**config.mk**
```make
export PLATFORM = sky130hd
export DESIGN_NAME = jnea_mac_cell
export DESIGN_NICKNAME = d
export VERILOG_FILES = /design/src/rtl/jnea_pkg.sv /design/src/rtl/jnea_mac_cell.sv
export SDC_FILE = /design/constraint.sdc
export NUM_CORES = 1
export LEC_CHECK = 0
export BUFFER_PORTS_ARGS = -buffer_cell sky130_fd_sc_hd__buf_2
export CELL_PAD_IN_SITES_DETAIL_PLACEMENT = 1
export CELL_PAD_IN_SITES_GLOBAL_PLACEMENT = 2
export CORE_ASPECT_RATIO = 0.9
export CORE_UTILIZATION = 44
export CTS_CLUSTER_DIAMETER = 50
export CTS_CLUSTER_SIZE = 30
export DETAILED_ROUTE_END_ITERATION = 8
export PLACE_DENSITY = 0.93
export SYNTH_ARGS = -nofsm -noshare
export SYNTH_HDL_FRONTEND = slang
export SYNTH_SLANG_ARGS = --single-unit
```
**constraint.sdc**
```tcl
create_clock -name clk -period 13.8 [get_ports clk]
set_clock_uncertainty 0.1 [all_clocks]
set_input_delay 2.76 -clock clk [delete_from_list [all_inputs] [get_ports clk]]
set_output_delay 2.76 -clock clk [all_outputs]
set_load 0.02 [all_outputs]
```
**src/rtl/jnea_pkg.sv**
```systemverilog
// shared types, constants and the column activity function of the
// normal-equation accumulator; no dependencies
`default_nettype none

package jnea_pkg;

  localparam int MAX_COLUMNS = 8;
  localparam int JAC_W       = 16;
  localparam int PROD_W      = 2 * JAC_W;
  localparam int SUM_W       = 48;
  localparam int COUNT_W     = 4;
  localparam int COL_W       = $clog2(MAX_COLUMNS);
  localparam int READ_COL_W  = 4;
  localparam int CFG_IDX_W   = 2;

  // read_col code that selects the gradient element
  localparam logic [READ_COL_W-1:0] GRAD_COL = READ_COL_W'(8);

  typedef enum logic [1:0] {
    OP_CLEAR = 2'd0,
    OP_ACCUM = 2'd1,
    OP_READ  = 2'd2
  } op_t;

  typedef enum logic [CFG_IDX_W-1:0] {
    CFG_FROM_COUNT  = 2'd0,
    CFG_TO_COUNT    = 2'd1,
    CFG_FROM_ENABLE = 2'd2,
    CFG_TO_ENABLE   = 2'd3
  } cfg_idx_t;

  // per-cell control: load product register, clear sum, accumulate product
  typedef struct packed {
    logic load;
    logic clr;
    logic add;
  } cell_ctl_t;

  function automatic logic [MAX_COLUMNS-1:0] active_mask(
    input logic [COUNT_W-1:0] from_count,
    input logic [COUNT_W-1:0] to_count,
    input logic               from_enable,
    input logic               to_enable
  );
    logic [COUNT_W-1:0]     fc;
    logic [COUNT_W-1:0]     rem;
    logic [COUNT_W-1:0]     tc;
    logic [COUNT_W-1:0]     lim;
    logic [MAX_COLUMNS-1:0] act;
    fc  = (from_count > COUNT_W'(MAX_COLUMNS)) ? COUNT_W'(MAX_COLUMNS) : from_count;
    rem = COUNT_W'(MAX_COLUMNS) - fc;
    tc  = (to_count > rem) ? rem : to_count;
    lim = fc + tc;
    for (int c = 0; c < MAX_COLUMNS; c++) begin
      if (COUNT_W'(c) < fc) begin
        act[c] = from_enable;
      end else if (COUNT_W'(c) < lim) begin
        act[c] = to_enable;
      end else begin
        act[c] = 1'b0;
      end
    end
    return act;
  endfunction

endpackage

`default_nettype wire

```
**src/rtl/jnea_mac_cell.sv**
```systemverilog
// one multiply-accumulate cell: registered product, saturating 48-bit sum
// depends on jnea_pkg
`default_nettype none

module jnea_mac_cell
  import jnea_pkg::*;
(
  input  wire logic                    clk,
  input  wire logic                    rst,
  input  wire cell_ctl_t               ctl,
  input  wire logic signed [JAC_W-1:0] a,
  input  wire logic signed [JAC_W-1:0] b,
  output logic signed [SUM_W-1:0]      sum
);

  logic signed [PROD_W-1:0] prod;
  logic signed [SUM_W:0]    wide;
  logic signed [SUM_W-1:0]  sum_next;

  always_ff @(posedge clk) begin
    if (ctl.load) begin
      prod <= a * b;
    end
  end

  // one guard bit catches overflow of the add
  always_comb begin
    wide = {sum[SUM_W-1], sum} + (SUM_W+1)'(prod);
    if (wide[SUM_W] != wide[SUM_W-1]) begin
      sum_next = wide[SUM_W] ? {1'b1, {(SUM_W-1){1'b0}}} : {1'b0, {(SUM_W-1){1'b1}}};
    end else begin
      sum_next = wide[SUM_W-1:0];
    end
  end

  always_ff @(posedge clk) begin
    if (rst) begin
      sum <= '0;
    end else if (ctl.clr) begin
      sum <= '0;
    end else if (ctl.add) begin
      sum <= sum_next;
    end
  end

endmodule

`default_nettype wire

```
==> parameters.txt, run 1 <==
Parameter                              Value

Routing
  DRC ... 0
  Wire length after detailed routing ... 40,460 µm
  DR pass1 iterations ... 7
  Detail Route Antenna Nets ... 0
  Ratio of routed vias to standard cells ... 5.459
  Drt initial violations ... 491
  Per-cell routed wire length ... 19.20 µm
  Total via count after detailed routing ... 11.51k

CTS
  Clock-pin slew on the worst setup and hold paths ... 0.07 ns
  Clock network latency to the later pin of the worst-skew pair ... 0.35 ns
  Max Root-Sink Buffers ... 2
  Hold buffer count at cts ... 0
  Sink Count ... 80
  Htree depth ... 3
  Post-cts resize count ... 0
  Post-CTS Setup Inserts ... 0
  CTS tree ... done
  Library cell used as clock root buffer ... sky130_fd_sc_hd__clkbuf_16
  Clock buffers created by TritonCTS ... 9

Floorplanning
  Total die area ... 34,920 µm²
  FP Rows ... 63
  DIE HEIGHT ... 177.4 µm
  Core area ... 33,260 µm²
  Number of ports placed on the die boundary ... 85
  Horizontal die dimension ... 196.9 µm
  Starting Density ... 45.20%

Placed design
  Cell area after placement ... 15,730 µm²
  GPL Wtd Cong ... 0.8627
  Half-perimeter wire length of the detailed placement result ... 33,130 µm
  Number of port buffers ... 84

Critical path
  Data required time of the critical path ... 13.79 ns
  Count of cells along the worst register-to-register path ... 14
  Slowest cell delay on critical path ... 0.61 ns
  Highest fanout seen on the critical path ... 16
  Critical R2R Capture ... sum[34]$_SDFFE_PP0P_
  Worst Path Class, Setup ... input port to flip-flop
  Critical Path End Type ... flip-flop
  Data arrival time of the critical path ... 9.03 ns
  Startpoint of the most critical register-to-register path ... sum[0]$_SDFFE_PP0P_
  Crit path cell chain ... buf_2, nand2_1, inv_1, fa_1, inv_1, fa_1, fa_1, inv_1, fa_1, fa_1, fa_1, ha_1, a21o_1, a21o_1, a211oi_1, o21bai_1, a21o_1, a221oi_1, o211ai_1, a31o_2, a21oi_1, xnor2_1
  Buf+Inv Stages, Crit Path ... 4
  Cell class contributing the biggest share of worst-path delay ... adder cells
  Number of gates on the worst path with buffers counted ... 22
  CP dominant cell by count ... sky130_fd_sc_hd__fa_1
  Worst setup startpoint ... b[1]
  Crit path to ... prod[31]$_DFFE_PP_
  Type of origin of the critical path ... input port
  Worst-case register-to-register setup slack ... 9.69 ns
  Standard cell with the maximum stage delay on the critical path ... sky130_fd_sc_hd__a221oi_1

Global route
  Initial antenna violation count ... 0
  Largest net degree at the start of global routing ... 46
  Via count of the first global-routing pass ... 12.89k
  First-pass GRT wire length ... 66,840 µm
  Overflow after GRT ... 0
  GRT Util Overall ... 24.39%

STA
  Final Setup Violations ... 0
  Fraction of the cycle the final worst path needs ... 65.51%
  Final Critical Period ... 9.040 ns
  Final-layout setup total negative slack ... 0 ns
  RSZ-0062 raised after global routing ... no
  Max-slew headroom at the worst pin ... 17.67%
  Achievable clock frequency ... 110.6 MHz
  Transition time of the tightest slew-check pin ... 1.235 ns
  Final-report max-slew violation count ... 0
  Final number of hold-violating endpoints ... 0

Layout
  Net count reported at finish ... 2,078
  Most common cell after layout, fill and taps aside ... sky130_fd_sc_hd__inv_1
  Post-synthesis to final-layout area growth ... 6.740%
  Most frequent cells in the layout ... sky130_fd_sc_hd__inv_1 (306), sky130_fd_sc_hd__fa_1 (263), sky130_fd_sc_hd__nand2_1 (153)
  Post-route standard cell area excluding fillers ... 16,050 µm²
  Share of post-route cells with drive strength above 1 ... 7.864%
  Filler Cell Count ... 3,908
  Diodes inserted ... 0

Logic synthesis
  Post-synth cell types ... 76
  Synth area leaders ... sky130_fd_sc_hd__fa_1 (35%), sky130_fd_sc_hd__ha_1 (11%), sky130_fd_sc_hd__inv_1 (7.6%)
  Register bit total from synthesis ... 80
  Share of Yosys cell area claimed by the top area cell type ... 35.02%
  Syn avg cell area ... 9.368 µm²
  Syn_nets ... 2,035
  Number of enable flip-flop cells after synthesis ... 32
  Largest area contributor in the netlist ... sky130_fd_sc_hd__fa_1
  Sequential share of the synthesized area ... 12.78%
  Number of warnings reported in the yosys synthesis log ... 0
  Post-synth ARST share ... 0%
  Post-synth design cell area ... 15,040 µm²
  Most frequently used flop master after synthesis ... sky130_fd_sc_hd__dfxtp_1
  Gate Count Post-Synth ... 1,605

Flow run
  Max_cap viols ... 0

Min path
  Class of the most critical hold timing path ... flip-flop to flip-flop

Run status
  Outcome ... complete, no violations
[flip-flops by register name, indices dropped and copies added, names as in the netlist]
signal / cells
sum: 48
prod: 32
[synthesized netlist by cell type (6+ instances only)]
library cell	number
sky130_fd_sc_hd__clkbuf_1	34
sky130_fd_sc_hd__nor2_1	58
sky130_fd_sc_hd__fa_1	263
sky130_fd_sc_hd__nand2b_1	15
sky130_fd_sc_hd__ha_1	130
sky130_fd_sc_hd__o21ai_0	43
sky130_fd_sc_hd__inv_1	306
sky130_fd_sc_hd__nand2_1	153
sky130_fd_sc_hd__xnor2_1	55
sky130_fd_sc_hd__xor2_1	22
sky130_fd_sc_hd__buf_6	9
sky130_fd_sc_hd__and3_1	6
sky130_fd_sc_hd__edfxtp_1	32
sky130_fd_sc_hd__a21oi_1	74
sky130_fd_sc_hd__o31ai_1	6
sky130_fd_sc_hd__o211ai_1	8
sky130_fd_sc_hd__o21a_1	7
sky130_fd_sc_hd__o21bai_1	8
sky130_fd_sc_hd__and2_1	133
sky130_fd_sc_hd__a221o_1	41
sky130_fd_sc_hd__dfxtp_1	48
sky130_fd_sc_hd__a21o_1	29
sky130_fd_sc_hd__nand3_1	24
[worst min-delay path by stage]
stage                           endpoint  slack (ns)  depth (start not counted)                  from
floorplan           sum[47]$_SDFFE_PP0P_        0.50                          2  sum[47]$_SDFFE_PP0P_
global placement    sum[28]$_SDFFE_PP0P_        0.40                          1  sum[28]$_SDFFE_PP0P_
detailed placement  sum[33]$_SDFFE_PP0P_        0.41                          1  sum[33]$_SDFFE_PP0P_
CTS                 sum[33]$_SDFFE_PP0P_        0.43                          1  sum[33]$_SDFFE_PP0P_
global route        sum[33]$_SDFFE_PP0P_        0.44                          1  sum[33]$_SDFFE_PP0P_
finish              sum[42]$_SDFFE_PP0P_        0.42                          1  sum[42]$_SDFFE_PP0P_
[cell type report]
cell class              count  area, µm²  share of cell area (%)
multi-input cells        1164      11650                   72.57
flip-flops and latches     80       1922                   11.97
inverters                 306       1149                   7.157
well taps                 455      569.3                   3.547
repair buffers             87      442.9                   2.760
clock buffers               9      225.2                   1.403
clock inverters             7      95.09                  0.5925
[kinds of logic after synthesis]
group                    count (synthesis)  share of synthesized area [%]
AO/OA/AOI/OAI                          267                          12.69
XOR/XNOR                                78                          4.593
adder cells (fa/ha/maj)                393                          45.84
buffers and inverters                  361                          9.811
flip-flops                              80                          12.78
multiplexers                             2                         0.1332
AND/OR/NAND/NOR                        424                          14.16
[worst reg2reg max path, stage by stage, from the launching register on]
cell	delay, ns
sky130_fd_sc_hd__dfxtp_1	0.43
sky130_fd_sc_hd__ha_1	0.21
sky130_fd_sc_hd__inv_1	0.05
sky130_fd_sc_hd__fa_1	0.39
sky130_fd_sc_hd__nand2b_1	0.19
sky130_fd_sc_hd__a21oi_1	0.18
sky130_fd_sc_hd__o21a_1	0.21
sky130_fd_sc_hd__o21ai_1	0.11
sky130_fd_sc_hd__a21oi_1	0.29
sky130_fd_sc_hd__o21ai_2	0.17
sky130_fd_sc_hd__o21a_1	0.28
sky130_fd_sc_hd__a2bb2oi_4	0.24
sky130_fd_sc_hd__nor3_4	0.49
sky130_fd_sc_hd__buf_4	0.50
sky130_fd_sc_hd__a221o_2	0.21
[through the flow]
stage                     hold slack (ns)  setup slack [ns]  util, %  std cells
final                              0.4182             4.760    48.25       2108
after global routing               0.4445             4.385    48.25       2108
after CTS                          0.4277             4.713    48.25       2108
after detailed placement           0.4052             4.353    47.28       2092
after global placement             0.4006             4.595    47.28       2092
after floorplan                    0.4964             5.010        -       1605
[layer usage]
layer / vias to the layer above / global-route usage [%] / wire [µm]
met1: 6022 / 30.30 / 16700
li1: 5231 / - / -
met5: - / 0 / 0
met3: 71 / 2.813 / 1105
met2: 183 / 44.39 / 21510
met4: 0 / 7.235 / 1147
Power of run 1 is left out: the tool's default activity adds up to more than one toggle a clock period on the data nets, which glitch-free logic cannot reach.
==> inputs of run 2 (changes only) <==
CORE_UTILIZATION = 41   (was 44)
PLACE_DENSITY = 0.88   (was 0.93)
clock period = 9.1 ns   (was 13.8 ns; I/O delays follow)
==> parameters.txt, run 2 (synthesis results as in run 1) <==
Parameter                              Value

STA
  Final-layout setup total negative slack ... 0 ns (unchanged)
  Max-slew headroom at the worst pin ... 18.92% (+1.3 points)
  Final number of hold-violating endpoints ... 0 (unchanged)
  RSZ-0062 raised after global routing ... no
  Transition time of the tightest slew-check pin ... 1.213 ns (-0.02172 ns)
  Final Setup Violations ... 0 (unchanged)
  Fraction of the cycle the final worst path needs ... 86.34%
  Least setup slack across all paths after layout ... 1.243 ns (-3.517 ns)
  Final-report max-slew violation count ... 0 (unchanged)
  Final Critical Period ... 7.857 ns
  Achievable clock frequency ... 127.3 MHz

Routing
  Drt initial violations ... 591 (+20%)
  DR pass1 iterations ... 5 (-2)
  Wire length after detailed routing ... 39,570 µm (-2.2%)
  Ratio of routed vias to standard cells ... 5.315 (-2.6%)
  DRC ... 0 (unchanged)
  Detail Route Antenna Nets ... 0 (unchanged)
  Total via count after detailed routing ... 11.32k (-1.6%)
  Per-cell routed wire length ... 18.58 µm (-3.2%)

Layout
  Diodes inserted ... 0 (unchanged)
  Post-synthesis to final-layout area growth ... 7.015%
  Registers with the most flip-flops ... sum (48), prod (32)
  Top register by number of flip-flops ... sum
  Sequential Area ... 1922 µm² (unchanged)
  Net count reported at finish ... 2,079 (+0.048%)
  Number of flip-flops in the largest register ... 48 (unchanged)
  Filler Cell Count ... 4,230 (+8.2%)
  Most common cell after layout, fill and taps aside ... sky130_fd_sc_hd__inv_1
  Area taken by multi-input logic gates ... 11,650 µm² (unchanged)
  Most frequent cells in the layout ... sky130_fd_sc_hd__inv_1 (306), sky130_fd_sc_hd__fa_1 (263), sky130_fd_sc_hd__nand2_1 (153)
  Share of post-route cells with drive strength above 1 ... 7.981% (+0.12 points)

Placed design
  GPL Wtd Cong ... 0.8331 (-3.4%)
  Number of port buffers ... 84 (unchanged)
  Pre-CTS worst setup slack ... 0.9016 ns (-3.451 ns)
  Half-perimeter wire length of the detailed placement result ... 31,940 µm (-3.6%)

Global route
  First-pass GRT wire length ... 64,450 µm (-3.6%)
  Overflow after GRT ... 0 (unchanged)
  Via count of the first global-routing pass ... 12.38k (-4.0%)
  Largest net degree at the start of global routing ... 46 (unchanged)
  Initial antenna violation count ... 0 (unchanged)
  GRT Util Overall ... 21.87% (-2.5 points)

Floorplanning
  Number of ports placed on the die boundary ... 85 (unchanged)
  Starting Density ... 41.57% (-3.6 points)
  Horizontal die dimension ... 203.9 µm (+3.6%)
  DIE HEIGHT ... 183.7 µm (+3.6%)
  Core area ... 36,170 µm² (+8.7%)
  FP Rows ... 66 (+4.8%)
  Total die area ... 37,440 µm² (+7.2%)

Critical path
  Data required time of the critical path ... 9.09 ns (-4.70 ns)
  Standard cell with the maximum stage delay on the critical path ... sky130_fd_sc_hd__fa_1
  Worst Path Class, Setup ... input port to flip-flop
  Type of origin of the critical path ... input port
  CP dominant cell by count ... sky130_fd_sc_hd__fa_1
  Slowest cell delay on critical path ... 0.59 ns (-0.02 ns)
  Crit path cell chain ... buf_2, nand2_1, fa_1, inv_1, fa_1, fa_1, fa_1, fa_1, fa_1, ha_1, a21o_1, a21o_1, a211oi_1, o21bai_1, a21o_1, a221oi_1, buf_4, o211ai_1, a31o_2, a21oi_1, xnor2_1
  Critical Path End Type ... flip-flop
  Highest fanout seen on the critical path ... 16 (unchanged)
  Data arrival time of the critical path ... 7.85 ns (-1.18 ns)

CTS
  Library cell used as clock root buffer ... sky130_fd_sc_hd__clkbuf_16
  Clock network latency to the later pin of the worst-skew pair ... 0.35 ns (about the same)
  Hold buffer count at cts ... 0 (unchanged)
  Post-CTS Setup Inserts ... 0 (unchanged)
  Clock buffers created by TritonCTS ... 9 (unchanged)
  Max Root-Sink Buffers ... 2 (unchanged)
  Clock-pin slew on the worst setup and hold paths ... 0.07 ns (about the same)
  Post-cts resize count ... 0 (unchanged)
  CTS tree ... done
  Sink Count ... 80 (unchanged)
  Htree depth ... 3 (unchanged)

Run status
  Outcome ... complete, no violations

Min path
  Class of the most critical hold timing path ... flip-flop to flip-flop

Flow run
  Max_cap viols ... 0 (unchanged)
[run 2: cell types whose count changed in the layout (fill, tap and decap cells not counted), sizes merged]
cell    previous run  this run
buf               87        88
clkinv             4         2
inv              307       309
[run 2: worst paths after layout]
path	depth (start not counted)	slack (ns)	endpoint	from
worst min register to register	1	0.43	sum[30]$_SDFFE_PP0P_	sum[30]$_SDFFE_PP0P_
worst max-delay path	21	1.24	prod[31]$_DFFE_PP_	b[7]
worst max register to register	13	5.04	sum[35]$_SDFFE_PP0P_	prod[31]$_DFFE_PP_
worst min-delay path	1	0.43	sum[30]$_SDFFE_PP0P_	sum[30]$_SDFFE_PP0P_
[run 2: layer usage]
layer	vias to the layer above	track usage, %	wire length [µm]
li1	5238	-	-
met1	5903	27.52	16720
met2	135	40.14	21320
met3	45	2.198	867
met4	0	4.902	663
met5	-	0	0
[run 2: layout make-up]
cell class	count	area share [%]
clock buffers	9	1.400
clock inverters	7	0.6376
inverters	306	7.138
multi-input cells	1164	72.38
flip-flops and latches	80	11.94
well taps	476	3.701
repair buffers	88	2.799
[run 2: through the flow]
step                cell area (µm²)  hold WS (ns)  instances  util (%)
floorplan                     15040        0.4964       1605         -
global placement              15760        0.3994       2114     43.58
detailed placement            15760        0.4112       2114     43.58
CTS                           16090        0.4286       2130     44.49
global route                  16090        0.4533       2130     44.49
finish                        16090        0.4254       2130     44.49
[run 2: worst max-delay path, delay by kind of cell]
family	cells	cell delay, ns
adders and majority gates	7	3.37
xor gates and xnor gates	1	0.09
and+or+nand+nor	1	0.16
buffers and inverters	3	0.62
AOI/OAI and AO/OA	9	1.76
Power of run 2 is left out for the same reason.
